## config.mk

```make
export PLATFORM = sky130hd
export DESIGN_NAME = addressable_led_pulse_encoder
export DESIGN_NICKNAME = d
export VERILOG_FILES = /design/src/alpe_pkg.sv /design/src/alpe_ram.sv /design/src/addressable_led_pulse_encoder.sv
export SDC_FILE = /design/constraint.sdc
export NUM_CORES = 1
export LEC_CHECK = 0
export ABC_CLOCK_PERIOD_IN_PS = 4600
export BUFFER_PORTS_ARGS = -buffer_cell sky130_fd_sc_hd__buf_2
export CORE_AREA = 2 2 123 113
export CTS_CLUSTER_SIZE = 14
export DETAILED_ROUTE_END_ITERATION = 16
export DIE_AREA = 0 0 125 115
export PLACE_DENSITY = 0.88
export SETUP_SLACK_MARGIN = 0.4
export SLEW_MARGIN = 20
export SYNTH_ARGS = -nofsm -noshare
export SYNTH_HDL_FRONTEND = slang
export SYNTH_HIERARCHICAL = 1
export SYNTH_SLANG_ARGS = --single-unit
```

## constraint.sdc

```tcl
create_clock -name clk_i -period 4.6 [get_ports clk_i]
set_input_delay 1.38 -clock clk_i [delete_from_list [all_inputs] [get_ports clk_i]]
set_output_delay 1.38 -clock clk_i [all_outputs]
set_load 0.01 [all_outputs]
```

## src/alpe_pkg.sv

```systemverilog
// ----------------------------------------------------------------------------
// alpe_pkg
// Shared codes and constants for the addressable LED pulse encoder.
// ----------------------------------------------------------------------------
package alpe_pkg;

  // Request kinds
  localparam logic [1:0] KIND_TICK  = 2'd0;
  localparam logic [1:0] KIND_SET   = 2'd1;
  localparam logic [1:0] KIND_SEND  = 2'd2;
  localparam logic [1:0] KIND_ZEROS = 2'd3;

  // Pulse phase codes
  localparam logic [1:0] PH_IDLE = 2'd0;
  localparam logic [1:0] PH_HIGH = 2'd1;
  localparam logic [1:0] PH_LOW  = 2'd2;

  // Timing register indexes
  localparam logic [1:0] REG_ONE_HIGH  = 2'd0;
  localparam logic [1:0] REG_ONE_LOW   = 2'd1;
  localparam logic [1:0] REG_ZERO_HIGH = 2'd2;
  localparam logic [1:0] REG_ZERO_LOW  = 2'd3;

  // Timing register reset values
  localparam logic [7:0] RST_ONE_HIGH  = 8'd30;
  localparam logic [7:0] RST_ONE_LOW   = 8'd26;
  localparam logic [7:0] RST_ZERO_HIGH = 8'd11;
  localparam logic [7:0] RST_ZERO_LOW  = 8'd43;

  localparam int unsigned BITS_PER_LED = 24;
  localparam int unsigned PosW         = 5;

  typedef logic [BITS_PER_LED-1:0] colour_t;

endpackage

```

## src/alpe_ram.sv

```systemverilog
// ----------------------------------------------------------------------------
// alpe_ram
// Generic single-write, single-read RAM with a registered read port.
// ----------------------------------------------------------------------------
module alpe_ram #(
  parameter int unsigned Width = 24,
  parameter int unsigned Depth = 3,
  parameter int unsigned AddrW = (Depth > 1) ? $clog2(Depth) : 1
) (
  input  logic             clk_i,
  input  logic             we_i,
  input  logic [AddrW-1:0] waddr_i,
  input  logic [Width-1:0] wdata_i,
  input  logic             re_i,
  input  logic [AddrW-1:0] raddr_i,
  output logic [Width-1:0] rdata_o
);

  logic [Width-1:0] mem_q [Depth];
  logic [Width-1:0] rdata_q;

  // Write port
  always_ff @(posedge clk_i) begin
    if (we_i) begin
      mem_q[waddr_i] <= wdata_i;
    end
  end

  // Registered read port
  always_ff @(posedge clk_i) begin
    if (re_i) begin
      rdata_q <= mem_q[raddr_i];
    end
  end

  assign rdata_o = rdata_q;

endmodule

```

## src/addressable_led_pulse_encoder.sv

```systemverilog
// ----------------------------------------------------------------------------
// addressable_led_pulse_encoder
// One-wire pulse encoder for a chain of addressable RGB LEDs.
// ----------------------------------------------------------------------------
// Every request (tick, set colour, send, send zeros) gives one response, and
// requests may arrive on every cycle while the response register is free or
// being drained; the response register frees itself in the cycle it is taken.
// Colours live in a RAM of LED_COUNT 24-bit entries (green, red, blue) with a
// registered read port: the entry for LED 0 is read when a send starts and the
// next entry is read at each LED boundary, and the fresh read data is forwarded
// straight into the bit selection, so no tick waits. Per-entry valid flags make
// the store read as zero after reset without a clearing pass. Timing registers
// are read live; a zero length acts as one tick.
module addressable_led_pulse_encoder #(
  parameter int unsigned LED_COUNT = 3
) (
  input  logic       clk_i,
  input  logic       rst_ni,
  // Timing register write port
  input  logic       cfg_we_i,
  input  logic [1:0] cfg_idx_i,
  input  logic [7:0] cfg_data_i,
  // Request channel
  input  logic       in_valid_i,
  output logic       in_ready_o,
  input  logic [1:0] kind_i,
  input  logic [7:0] pixel_idx_i,
  input  logic [7:0] red_i,
  input  logic [7:0] green_i,
  input  logic [7:0] blue_i,
  // Response channel
  output logic       out_valid_o,
  input  logic       out_ready_i,
  output logic       pin_level_o,
  output logic       busy_res_o,
  output logic       rejected_o
);
  import alpe_pkg::*;

  localparam int unsigned LedW = (LED_COUNT > 1) ? $clog2(LED_COUNT) : 1;

  // Timing registers
  logic [7:0] cfg_q [4];

  // Frame state
  logic [1:0]      phase_q, phase_d;
  logic [7:0]      ticks_q, ticks_d;
  logic [LedW-1:0] led_q, led_d;
  logic [PosW-1:0] pos_q, pos_d;
  logic            zeros_q, zeros_d;
  colour_t         word_q, word_d;
  logic            rd_pend_q;
  logic            rd_vld_q;
  logic [LED_COUNT-1:0] vld_q;

  // Response register
  logic out_valid_q, out_valid_d;
  logic pin_q, pin_d;
  logic busy_q, busy_d;
  logic rej_q, rej_d;

  // RAM access
  logic            ram_we;
  logic            ram_re;
  logic [LedW-1:0] ram_waddr;
  logic [LedW-1:0] ram_raddr;
  colour_t         ram_wdata;
  colour_t         ram_rdata;

  logic            acc;
  logic            busy;
  logic            in_range;
  colour_t         word_cur;
  logic            cur_bit;
  logic [1:0]      len_sel;
  logic [7:0]      len;
  logic [7:0]      ticks_inc;
  logic            ph_done;
  logic            last_bit;
  logic            last_led;
  logic [LedW-1:0] led_next;

  alpe_ram #(
    .Width(BITS_PER_LED),
    .Depth(LED_COUNT),
    .AddrW(LedW)
  ) u_store (
    .clk_i  (clk_i),
    .we_i   (ram_we),
    .waddr_i(ram_waddr),
    .wdata_i(ram_wdata),
    .re_i   (ram_re),
    .raddr_i(ram_raddr),
    .rdata_o(ram_rdata)
  );

  // Take a request whenever the response register is free or being drained
  assign in_ready_o = !out_valid_q || out_ready_i;
  assign acc        = in_valid_i && in_ready_o;
  assign busy       = (phase_q != PH_IDLE);
  assign in_range   = ({1'b0, pixel_idx_i} < 9'(LED_COUNT));

  // Forward fresh read data; an unwritten entry reads as zero
  assign word_cur = rd_pend_q ? (rd_vld_q ? ram_rdata : '0) : word_q;
  assign cur_bit  = !zeros_q && word_cur[BITS_PER_LED-1];

  // Phase length from the live timing registers
  always_comb begin
    if (phase_q == PH_HIGH) begin
      len_sel = cur_bit ? REG_ONE_HIGH : REG_ZERO_HIGH;
    end else begin
      len_sel = cur_bit ? REG_ONE_LOW : REG_ZERO_LOW;
    end
  end

  assign len       = (cfg_q[len_sel] == 8'd0) ? 8'd1 : cfg_q[len_sel];
  assign ticks_inc = ticks_q + 8'd1;
  assign ph_done   = (ticks_inc == 8'd0) || (ticks_inc >= len);
  assign last_bit  = (pos_q == PosW'(BITS_PER_LED - 1));
  assign last_led  = (led_q == LedW'(LED_COUNT - 1));
  assign led_next  = led_q + LedW'(1);

  assign ram_waddr = pixel_idx_i[LedW-1:0];
  assign ram_wdata = {green_i, red_i, blue_i};

  // Advance the frame and build the response
  always_comb begin
    phase_d   = phase_q;
    ticks_d   = ticks_q;
    led_d     = led_q;
    pos_d     = pos_q;
    zeros_d   = zeros_q;
    word_d    = word_cur;
    ram_we    = 1'b0;
    ram_re    = 1'b0;
    ram_raddr = led_next;
    pin_d     = pin_q;
    busy_d    = busy_q;
    rej_d     = rej_q;

    if (acc) begin
      pin_d = (phase_q == PH_HIGH);
      rej_d = 1'b0;
      case (kind_i)
        KIND_TICK: begin
          if (busy) begin
            ticks_d = ticks_inc;
            if (ph_done) begin
              ticks_d = 8'd0;
              if (phase_q == PH_HIGH) begin
                phase_d = PH_LOW;
              end else begin
                word_d  = word_cur << 1;
                phase_d = PH_HIGH;
                if (last_bit) begin
                  pos_d = '0;
                  if (last_led) begin
                    phase_d = PH_IDLE;
                    led_d   = '0;
                    zeros_d = 1'b0;
                  end else begin
                    led_d  = led_next;
                    ram_re = 1'b1;
                  end
                end else begin
                  pos_d = pos_q + PosW'(1);
                end
              end
            end
          end
        end
        KIND_SET: begin
          if (busy || !in_range) begin
            rej_d = 1'b1;
          end else begin
            ram_we = 1'b1;
          end
        end
        default: begin
          if (busy) begin
            rej_d = 1'b1;
          end else begin
            zeros_d   = (kind_i == KIND_ZEROS);
            pos_d     = '0;
            led_d     = '0;
            ticks_d   = 8'd0;
            phase_d   = PH_HIGH;
            ram_re    = 1'b1;
            ram_raddr = '0;
          end
        end
      endcase
      busy_d = (kind_i == KIND_TICK) ? busy : (phase_d != PH_IDLE);
    end
  end

  // Hold the response until taken
  assign out_valid_d = acc || (out_valid_q && !out_ready_i);

  // Timing registers
  always_ff @(posedge clk_i or negedge rst_ni) begin
    if (!rst_ni) begin
      cfg_q[REG_ONE_HIGH]  <= RST_ONE_HIGH;
      cfg_q[REG_ONE_LOW]   <= RST_ONE_LOW;
      cfg_q[REG_ZERO_HIGH] <= RST_ZERO_HIGH;
      cfg_q[REG_ZERO_LOW]  <= RST_ZERO_LOW;
    end else if (cfg_we_i) begin
      cfg_q[cfg_idx_i] <= cfg_data_i;
    end
  end

  // Control state
  always_ff @(posedge clk_i or negedge rst_ni) begin
    if (!rst_ni) begin
      phase_q     <= PH_IDLE;
      ticks_q     <= '0;
      led_q       <= '0;
      pos_q       <= '0;
      zeros_q     <= 1'b0;
      rd_pend_q   <= 1'b0;
      vld_q       <= '0;
      out_valid_q <= 1'b0;
    end else begin
      phase_q     <= phase_d;
      ticks_q     <= ticks_d;
      led_q       <= led_d;
      pos_q       <= pos_d;
      zeros_q     <= zeros_d;
      rd_pend_q   <= ram_re;
      out_valid_q <= out_valid_d;
      if (ram_we) begin
        vld_q[ram_waddr] <= 1'b1;
      end
    end
  end

  // Payload registers
  always_ff @(posedge clk_i) begin
    word_q <= word_d;
    pin_q  <= pin_d;
    busy_q <= busy_d;
    rej_q  <= rej_d;
    if (ram_re) begin
      rd_vld_q <= vld_q[ram_raddr];
    end
  end

  assign out_valid_o = out_valid_q;
  assign pin_level_o = pin_q;
  assign busy_res_o  = busy_q;
  assign rejected_o  = rej_q;

endmodule

```

# After elaboration in Yosys (flattened, before gate mapping)

Memory sizes are Yosys's and may differ from the RTL's. A register that Yosys moved wholly into a read port is not among the register bits.
Index checks and enable logic that the tools add are counted.
Widths: inputs -> output; s select.

$add $sub $neg: 3
Order comparisons: 8
Equality and inequality tests: 11
Muxes and demuxes: 73
Bitwise logic cells: 4
Reduce and logical (&&, ||, !) cells: 23

Operator list:

| kind                | count |
|---|---|
| $mux 24             | 7 |
| $mux 8              | 7 |
| $mux 2              | 17 |
| $bwmux 32           | 1 |
| $mux 1              | 25 |
| $mux 5              | 5 |
| $bmux 8 s2          | 1 |
| $demux 8 s2         | 1 |
| $logic_not 8->1     | 2 |
| $pmux 8 s2          | 1 |
| $ne 2x2->1 const B  | 5 |
| $pmux 5 s2          | 1 |
| $add 8x1->8 const B | 1 |
| $ge 8x8->1          | 1 |
| $lt 8x2->1 const B  | 1 |
| $pmux 2 s2          | 2 |
| $reduce_and 8->1    | 1 |
| $reduce_and 7->1    | 1 |
| $ge 3x3->1 const B  | 2 |
| $lt 2x3->1 const B  | 2 |
| $not 2->3           | 2 |
| $pmux 1 s2          | 3 |
| $reduce_and 6->1    | 1 |
| $add 5x1->5 const B | 1 |
| 18 further kinds    | 31 |

Flip-flop bits (word level): 83
Bits in writable memories: 72
Input port bits: 49
Output and inout bits: 5
Word-level logic and storage cells: 140
Memories kept: 1

Memory list:

| name          | depth | bits a word | rd ports | clocked after memory_dff | write ports | line           | text |
|---|---|---|---|---|---|---|---|
| u_store.mem_q | 3     | 24          | 1        | 1                        | 1           | alpe_ram.sv:19 | `logic [Width-1:0] mem_q [Depth];` |

# Longest topological paths before layout

Depth in word-level cells: 19
Depth in mapped cells: 15
Gate-level depth less buffers: 13

# By module

The synthesis kept the hierarchy.

Modules (own cells, without submodules):

| module                        | instances | cells each | area an instance (µm²) | sequential area each (µm²) |
|---|---|---|---|---|
| addressable_led_pulse_encoder | 1         | 373        | 4265.3                 | 1994.4 |
| alpe_ram                      | 1         | 179        | 3434.5                 | 2882.8 |

# Worst setup path after synthesis

Ideal clock, no wire load.

Path type: input -> register
From: input pixel_idx_i[4]
To: memory u_store.mem_q[0][0] (enable)
Library setup time: 441 ps
Arrival: 4002 ps
Data required time: 4159 ps
Setup slack: 157 ps
Cell stages on the path: 4
Path buffers: 0
Cells stage by stage: nor4_1 nand3_1 nor3_1 nor3b_1

Word-level cells in the longest chain between the ends: 8

RTL lines:

| item                         | line                                 | text |
|---|---|---|
| start, declared              | addressable_led_pulse_encoder.sv:27  | `input logic [7:0] pixel_idx_i,` |
| $lt 8x2->1                   | addressable_led_pulse_encoder.sv:101 | `assign in_range = ({1'b0, pixel_idx_i} < 9'(LED_COUNT));` |
| $logic_not 1->1              | addressable_led_pulse_encoder.sv:173 | `if (busy \|\| !in_range) begin` |
| $logic_or 1x1->1             | addressable_led_pulse_encoder.sv:173 |  |
| $mux 1                       | addressable_led_pulse_encoder.sv:173 |  |
| $mux 1                       | addressable_led_pulse_encoder.sv:144 | `case (kind_i)` |
| $mux 1                       | addressable_led_pulse_encoder.sv:141 | `if (acc) begin` |
| net ram_we                   | addressable_led_pulse_encoder.sv:63  | `logic ram_we;` |
| $mux 1                       | alpe_ram.sv:24                       | `if (we_i) begin` |
| $mux 1 (implied by the code) | alpe_ram.sv:25                       | `mem_q[waddr_i] <= wdata_i;` |
| end, declared                | alpe_ram.sv:19                       |  |

The timed path passes the listed nets, and every way through them passes these cells.

# Final worst setup path

From: register phase_q[1]
To: register u_store.rdata_q[20] (netlist: u_store/rdata_o[20]) (read register of u_store.mem_q) (enable)

Word-level cells in the longest chain between the ends: 14
Elaborated cells on any way between the ends: 20
Those cells by class: order compare (1); eq/ne (1); mux (14); bitwise (1); reduce/logical (3)

RTL lines:

| item                                      | line                                                                       | text |
|---|---|---|
| start, declared                           | addressable_led_pulse_encoder.sv:46                                        | `logic [1:0] phase_q, phase_d;` |
| start signal, assigned                    | addressable_led_pulse_encoder.sv:224                                       | `phase_q <= phase_d;` |
| $eq 2x1->1                                | addressable_led_pulse_encoder.sv:109, addressable_led_pulse_encoder.sv:150 |  |
| $mux 2                                    | addressable_led_pulse_encoder.sv:109                                       | `if (phase_q == PH_HIGH) begin` |
| $not 2->3 (implied by the code)           | addressable_led_pulse_encoder.sv:116                                       | `assign len = (cfg_q[len_sel] == 8'd0) ? 8'd1 : cfg_q[len_sel];` |
| $bmux 8 s2                                | addressable_led_pulse_encoder.sv:116                                       |  |
| $mux 8 (implied by the code) (2 in a row) | addressable_led_pulse_encoder.sv:116                                       |  |
| $logic_not 8->1                           | addressable_led_pulse_encoder.sv:116                                       |  |
| $mux 8                                    | addressable_led_pulse_encoder.sv:116                                       |  |
| $ge 8x8->1                                | addressable_led_pulse_encoder.sv:118                                       | `assign ph_done = (ticks_inc == 8'd0) \|\| (ticks_inc >= len);` |
| $logic_or 1x1->1                          | addressable_led_pulse_encoder.sv:118                                       |  |
| $mux 1                                    | addressable_led_pulse_encoder.sv:148                                       | `if (ph_done) begin` |
| $mux 1                                    | addressable_led_pulse_encoder.sv:146                                       | `if (busy) begin` |
| $pmux 1 s2 *                              | addressable_led_pulse_encoder.sv:144                                       |  |
| $mux 1 *                                  | addressable_led_pulse_encoder.sv:141                                       |  |
| net ram_re                                | addressable_led_pulse_encoder.sv:64                                        | `logic ram_re;` |
| end, declared                             | alpe_ram.sv:20                                                             | `logic [Width-1:0] rdata_q;` |

Mark *: on every way through the listed nets, which the timed path passes. The rest lies on a longest branch. The select of a mux whose other input is x is not followed.
A chain may end at the register's enable or synchronous reset.

==> summary.txt <==
Drt
  • Starting DRT DRC Count: 394
  • First-pass DRT Iterations: 5
  • Post-route ant nets: 0
  • DR vias/cell: 5.95
  • Final wirelength: between 10000 and 15000 um
  • DRC viols: 0
  • Wire length per cell: 18.8 um
  • Via Count: ~4700

Pwr
  • Lkg Pwr: 3.41 nW
  • PwrDens: 518 nW/um2
  • P_int: 3.18 mW
  • Peak supply drop: roughly 500 uV
  • Clock share of power: 0.310
  • Net switching power figure: ~1.3 mW
  • Comb pwr share: 0.226
  • Sw Share: 0.291
  • Sequential power share: 0.464

Placement
  • RD Place Congestion: 0.884
  • IO Port Bufs: between 50 and 60
  • HPWL after DPL: 9820 um

Clock tree
  • CTS Hold Bufs: 0
  • # H-tree levels: 4
  • Reg clk slew, reported paths: 60 ps
  • Total CTS buffers: 17
  • CTS max path bufs: 2
  • CTS tree: built
  • PostCTS Resize Cnt: 1
  • CTS Root Cell: clkbuf_16
  • Setup bufs post-CTS: 0
  • Clock latency on the worst-skew pair: 440 ps
  • CTS Sinks: 179

Timing
  • RSZ-0062 raised after global routing: no
  • Max-slew headroom: 0.452
  • Final Max Slew Viols: 0
  • Fin crit period: 3890 ps
  • Fin Hold WS: approximately 460 ps
  • Final Hold Viols: 0
  • Setup-failing EPs final: 0
  • Fmax: 257 MHz
  • Clk_skew: ~7.4 ps
  • Sum Neg Setup Slack: 0 ps
  • Worst Tran Pin Value: 821 ps
  • Fin crit share: 0.846

GRT
  • First-pass GRT wire length: 24300 um
  • Number of global-route vias before repair: slightly below 5000
  • Largest net degree at the start of global routing: 38
  • Total track usage: 0.221
  • Grt total ovfl: 0
  • Initial antenna violation count: 0

Logic synthesis
  • Post-Syn Area: 7700 um2
  • Syn Inst Count: 552
  • Syn Area/Cell: 13.9 um2
  • EDFF count, synth: 100
  • Most common cell in the netlist: edfxtp_1
  • Yosys cell types: 59
  • Post-synth top area share: 0.390
  • Cell taking the most area after synthesis: edfxtp_1
  • Async SR Flop Fraction: 0.307
  • Synth Register Bits: around 180
  • Synth top area cells: edfxtp_1, dfrtp_1, dfxtp_1
  • Post-Synthesis Net Count: just over 600
  • Synth Warn #: 6
  • Register area share after synthesis: 0.633
  • Commonest cells post-synth: edfxtp_1, mux2i_1, dfrtp_1, nand2_1, mux2_2
  • Ys flop type: edfxtp_1

Die
  • Die Y: 115 um
  • Die Area: between 10000 and 15000 um2
  • Starting density of the core: 0.587
  • Core Region: 13100 um2
  • Ports: 54
  • Die Wd: 125 um
  • # rows: 40

Critical path
  • Crit path buf inv count: 2
  • CP Max Fanout: 26
  • Critical Path End Type: flip-flop
  • Setup crit start kind: flip-flop
  • Max incr delay on CP: about 530 ps
  • Arr. time, crit path: 4040 ps
  • CP top delay family: simple AND/OR/NAND/NOR gates
  • Critical-path top delay cell: mux4_2
  • R2R Setup Slk: 710 ps
  • Required time worst endpoint: 4750 ps
  • Crit-path cells: inv_1 -> nand2_1 -> clkinv_4 -> mux4_2 -> nor4_1 -> a41o_1 -> ha_1 -> nor3b_1 -> o21a_1 -> o21ai_1 -> or2_1 -> and3_1 -> a21o_4
  • Worst R2R Path Depth: 13
  • R2r startpoint: phase_q[1]$_DFFE_PN0P_
  • Type of the worst setup path: flip-flop to flip-flop
  • Crit Reg-Reg Endpoint: u_store/rdata_o[20]$_DFFE_PP_

Run
  • Max-Cap Viols: 0

Finish
  • Filler Cell Count: 869
  • # nets final: 676
  • Area grow syn2layout: 12.6%
  • Share of layout cells above drive strength 1: 0.256
  • Number of diodes: 0

Hold path
  • Hold Path Origin: vld_q[1]$_DFFE_PN0P_
  • WHS Endpoint: vld_q[1]$_DFFE_PN0P_
  • Hold WC Path Type: flip-flop to flip-flop
  • Hold path cells: 1

Status
  • Outcome: finished, final reports clean
cells in the final DEF (no fill, tap or decap), types with 6 or more instances in the layout:
| cell type | n |
|---|---|
| nor2b_1 | 24 |
| dfxtp_1 | 24 |
| mux2i_1 | 48 |
| ha_1 | 15 |
| dfstp_2 | 14 |
| mux4_2 | 8 |
| dfrtp_1 | 41 |
| mux2_2 | 32 |
| xnor2_1 | 7 |
| clkbuf_16 | 17 |
| buf_2 | 53 |
| o211ai_1 | 6 |
| inv_1 | 21 |
| buf_4 | 11 |
| nand2_1 | 36 |
| o21ai_1 | 26 |
| edfxtp_1 | 100 |
| nand3_1 | 10 |
| a21oi_1 | 29 |
logic make-up (layout without fill, tap and decap cells):
| group | count (synthesis) | after routing | share of synthesized area |
|---|---|---|---|
| adder cells (fa/ha/maj) | 15 | 15 | 0.0244 |
| AND/OR/NAND/NOR | 118 | 118 | 0.0821 |
| multiplexers | 88 | 88 | 0.133 |
| flip-flops | 179 | 179 | 0.633 |
| buffers and inverters | 45 | 118 | 0.0346 |
| AO/OA/AOI/OAI | 99 | 99 | 0.0838 |
| XOR/XNOR | 8 | 8 | 0.00910 |
worst max-delay path by stage:
| stage | startpoint | end | slack (ps) | depth (start not counted) |
|---|---|---|---|---|
| after CTS | rd_pend_q$_DFF_PN0_ | u_store/rdata_o[5]$_DFFE_PP_ | 460 | 13 |
| after floorplan | rd_pend_q$_DFF_PN0_ | rd_vld_q$_DFFE_PP_ | 540 | 15 |
| after detailed placement | rd_pend_q$_DFF_PN0_ | u_store/rdata_o[13]$_DFFE_PP_ | 170 | 13 |
| after global placement | rd_pend_q$_DFF_PN0_ | u_store/rdata_o[5]$_DFFE_PP_ | 380 | 13 |
| after global routing | phase_q[1]$_DFFE_PN0P_ | u_store/rdata_o[19]$_DFFE_PP_ | 430 | 13 |
| final | phase_q[1]$_DFFE_PN0P_ | u_store/rdata_o[20]$_DFFE_PP_ | 710 | 13 |
registers in the layout, indices dropped and copies added (netlist names), 3 cells and up:
signal / cells
word_q: 24
ticks_q: 8
cfg_q: 32
u_store/mem_q: 72
u_store/rdata_o: 24
vld_q: 3
pos_q: 5
per-stage QoR:
step	util	worst slack, ps	cell area (um2)	instances	power (mW)
after floorplan	-	540	7700	552	2.85
after global placement	0.617	384	8090	761	3.01
after detailed placement	0.617	171	8090	761	3.10
after CTS	0.660	464	8660	793	4.50
after global routing	0.661	433	8670	793	4.71
final	0.661	710	8670	793	4.49
metal layers:
layer	wire (um)	GRT usage	up-vias
li1	-	-	2181
met4	321	0.107	0
met5	0	0	-
met1	6220	0.262	2357
met3	776	0.0596	29
met2	7580	0.380	148
power groups by stage:
stage | clock network [mW] | registers [mW] | logic, mW
3_3_place_gp | 0 | 2.09 | 0.917
2_1_floorplan | 0 | 2.05 | 0.800
4_1_cts | 1.40 | 2.08 | 1.01
5_1_grt | 1.47 | 2.10 | 1.13
3_5_place_dp | 0 | 2.11 | 0.994
6_report | 1.39 | 2.09 | 1.01
area by class of cell:
cell class	instances	area, um2	area share
clock buffer	20	447	0.0515
sequential	179	4880	0.562
tap	168	210	0.0242
clock inverter	12	120	0.0139
inverter	22	87.6	0.0101
multi-input combinational	328	2580	0.298
timing repair buffer	64	348	0.0401
No activity file was read; power rests on OpenSTA's default activity.
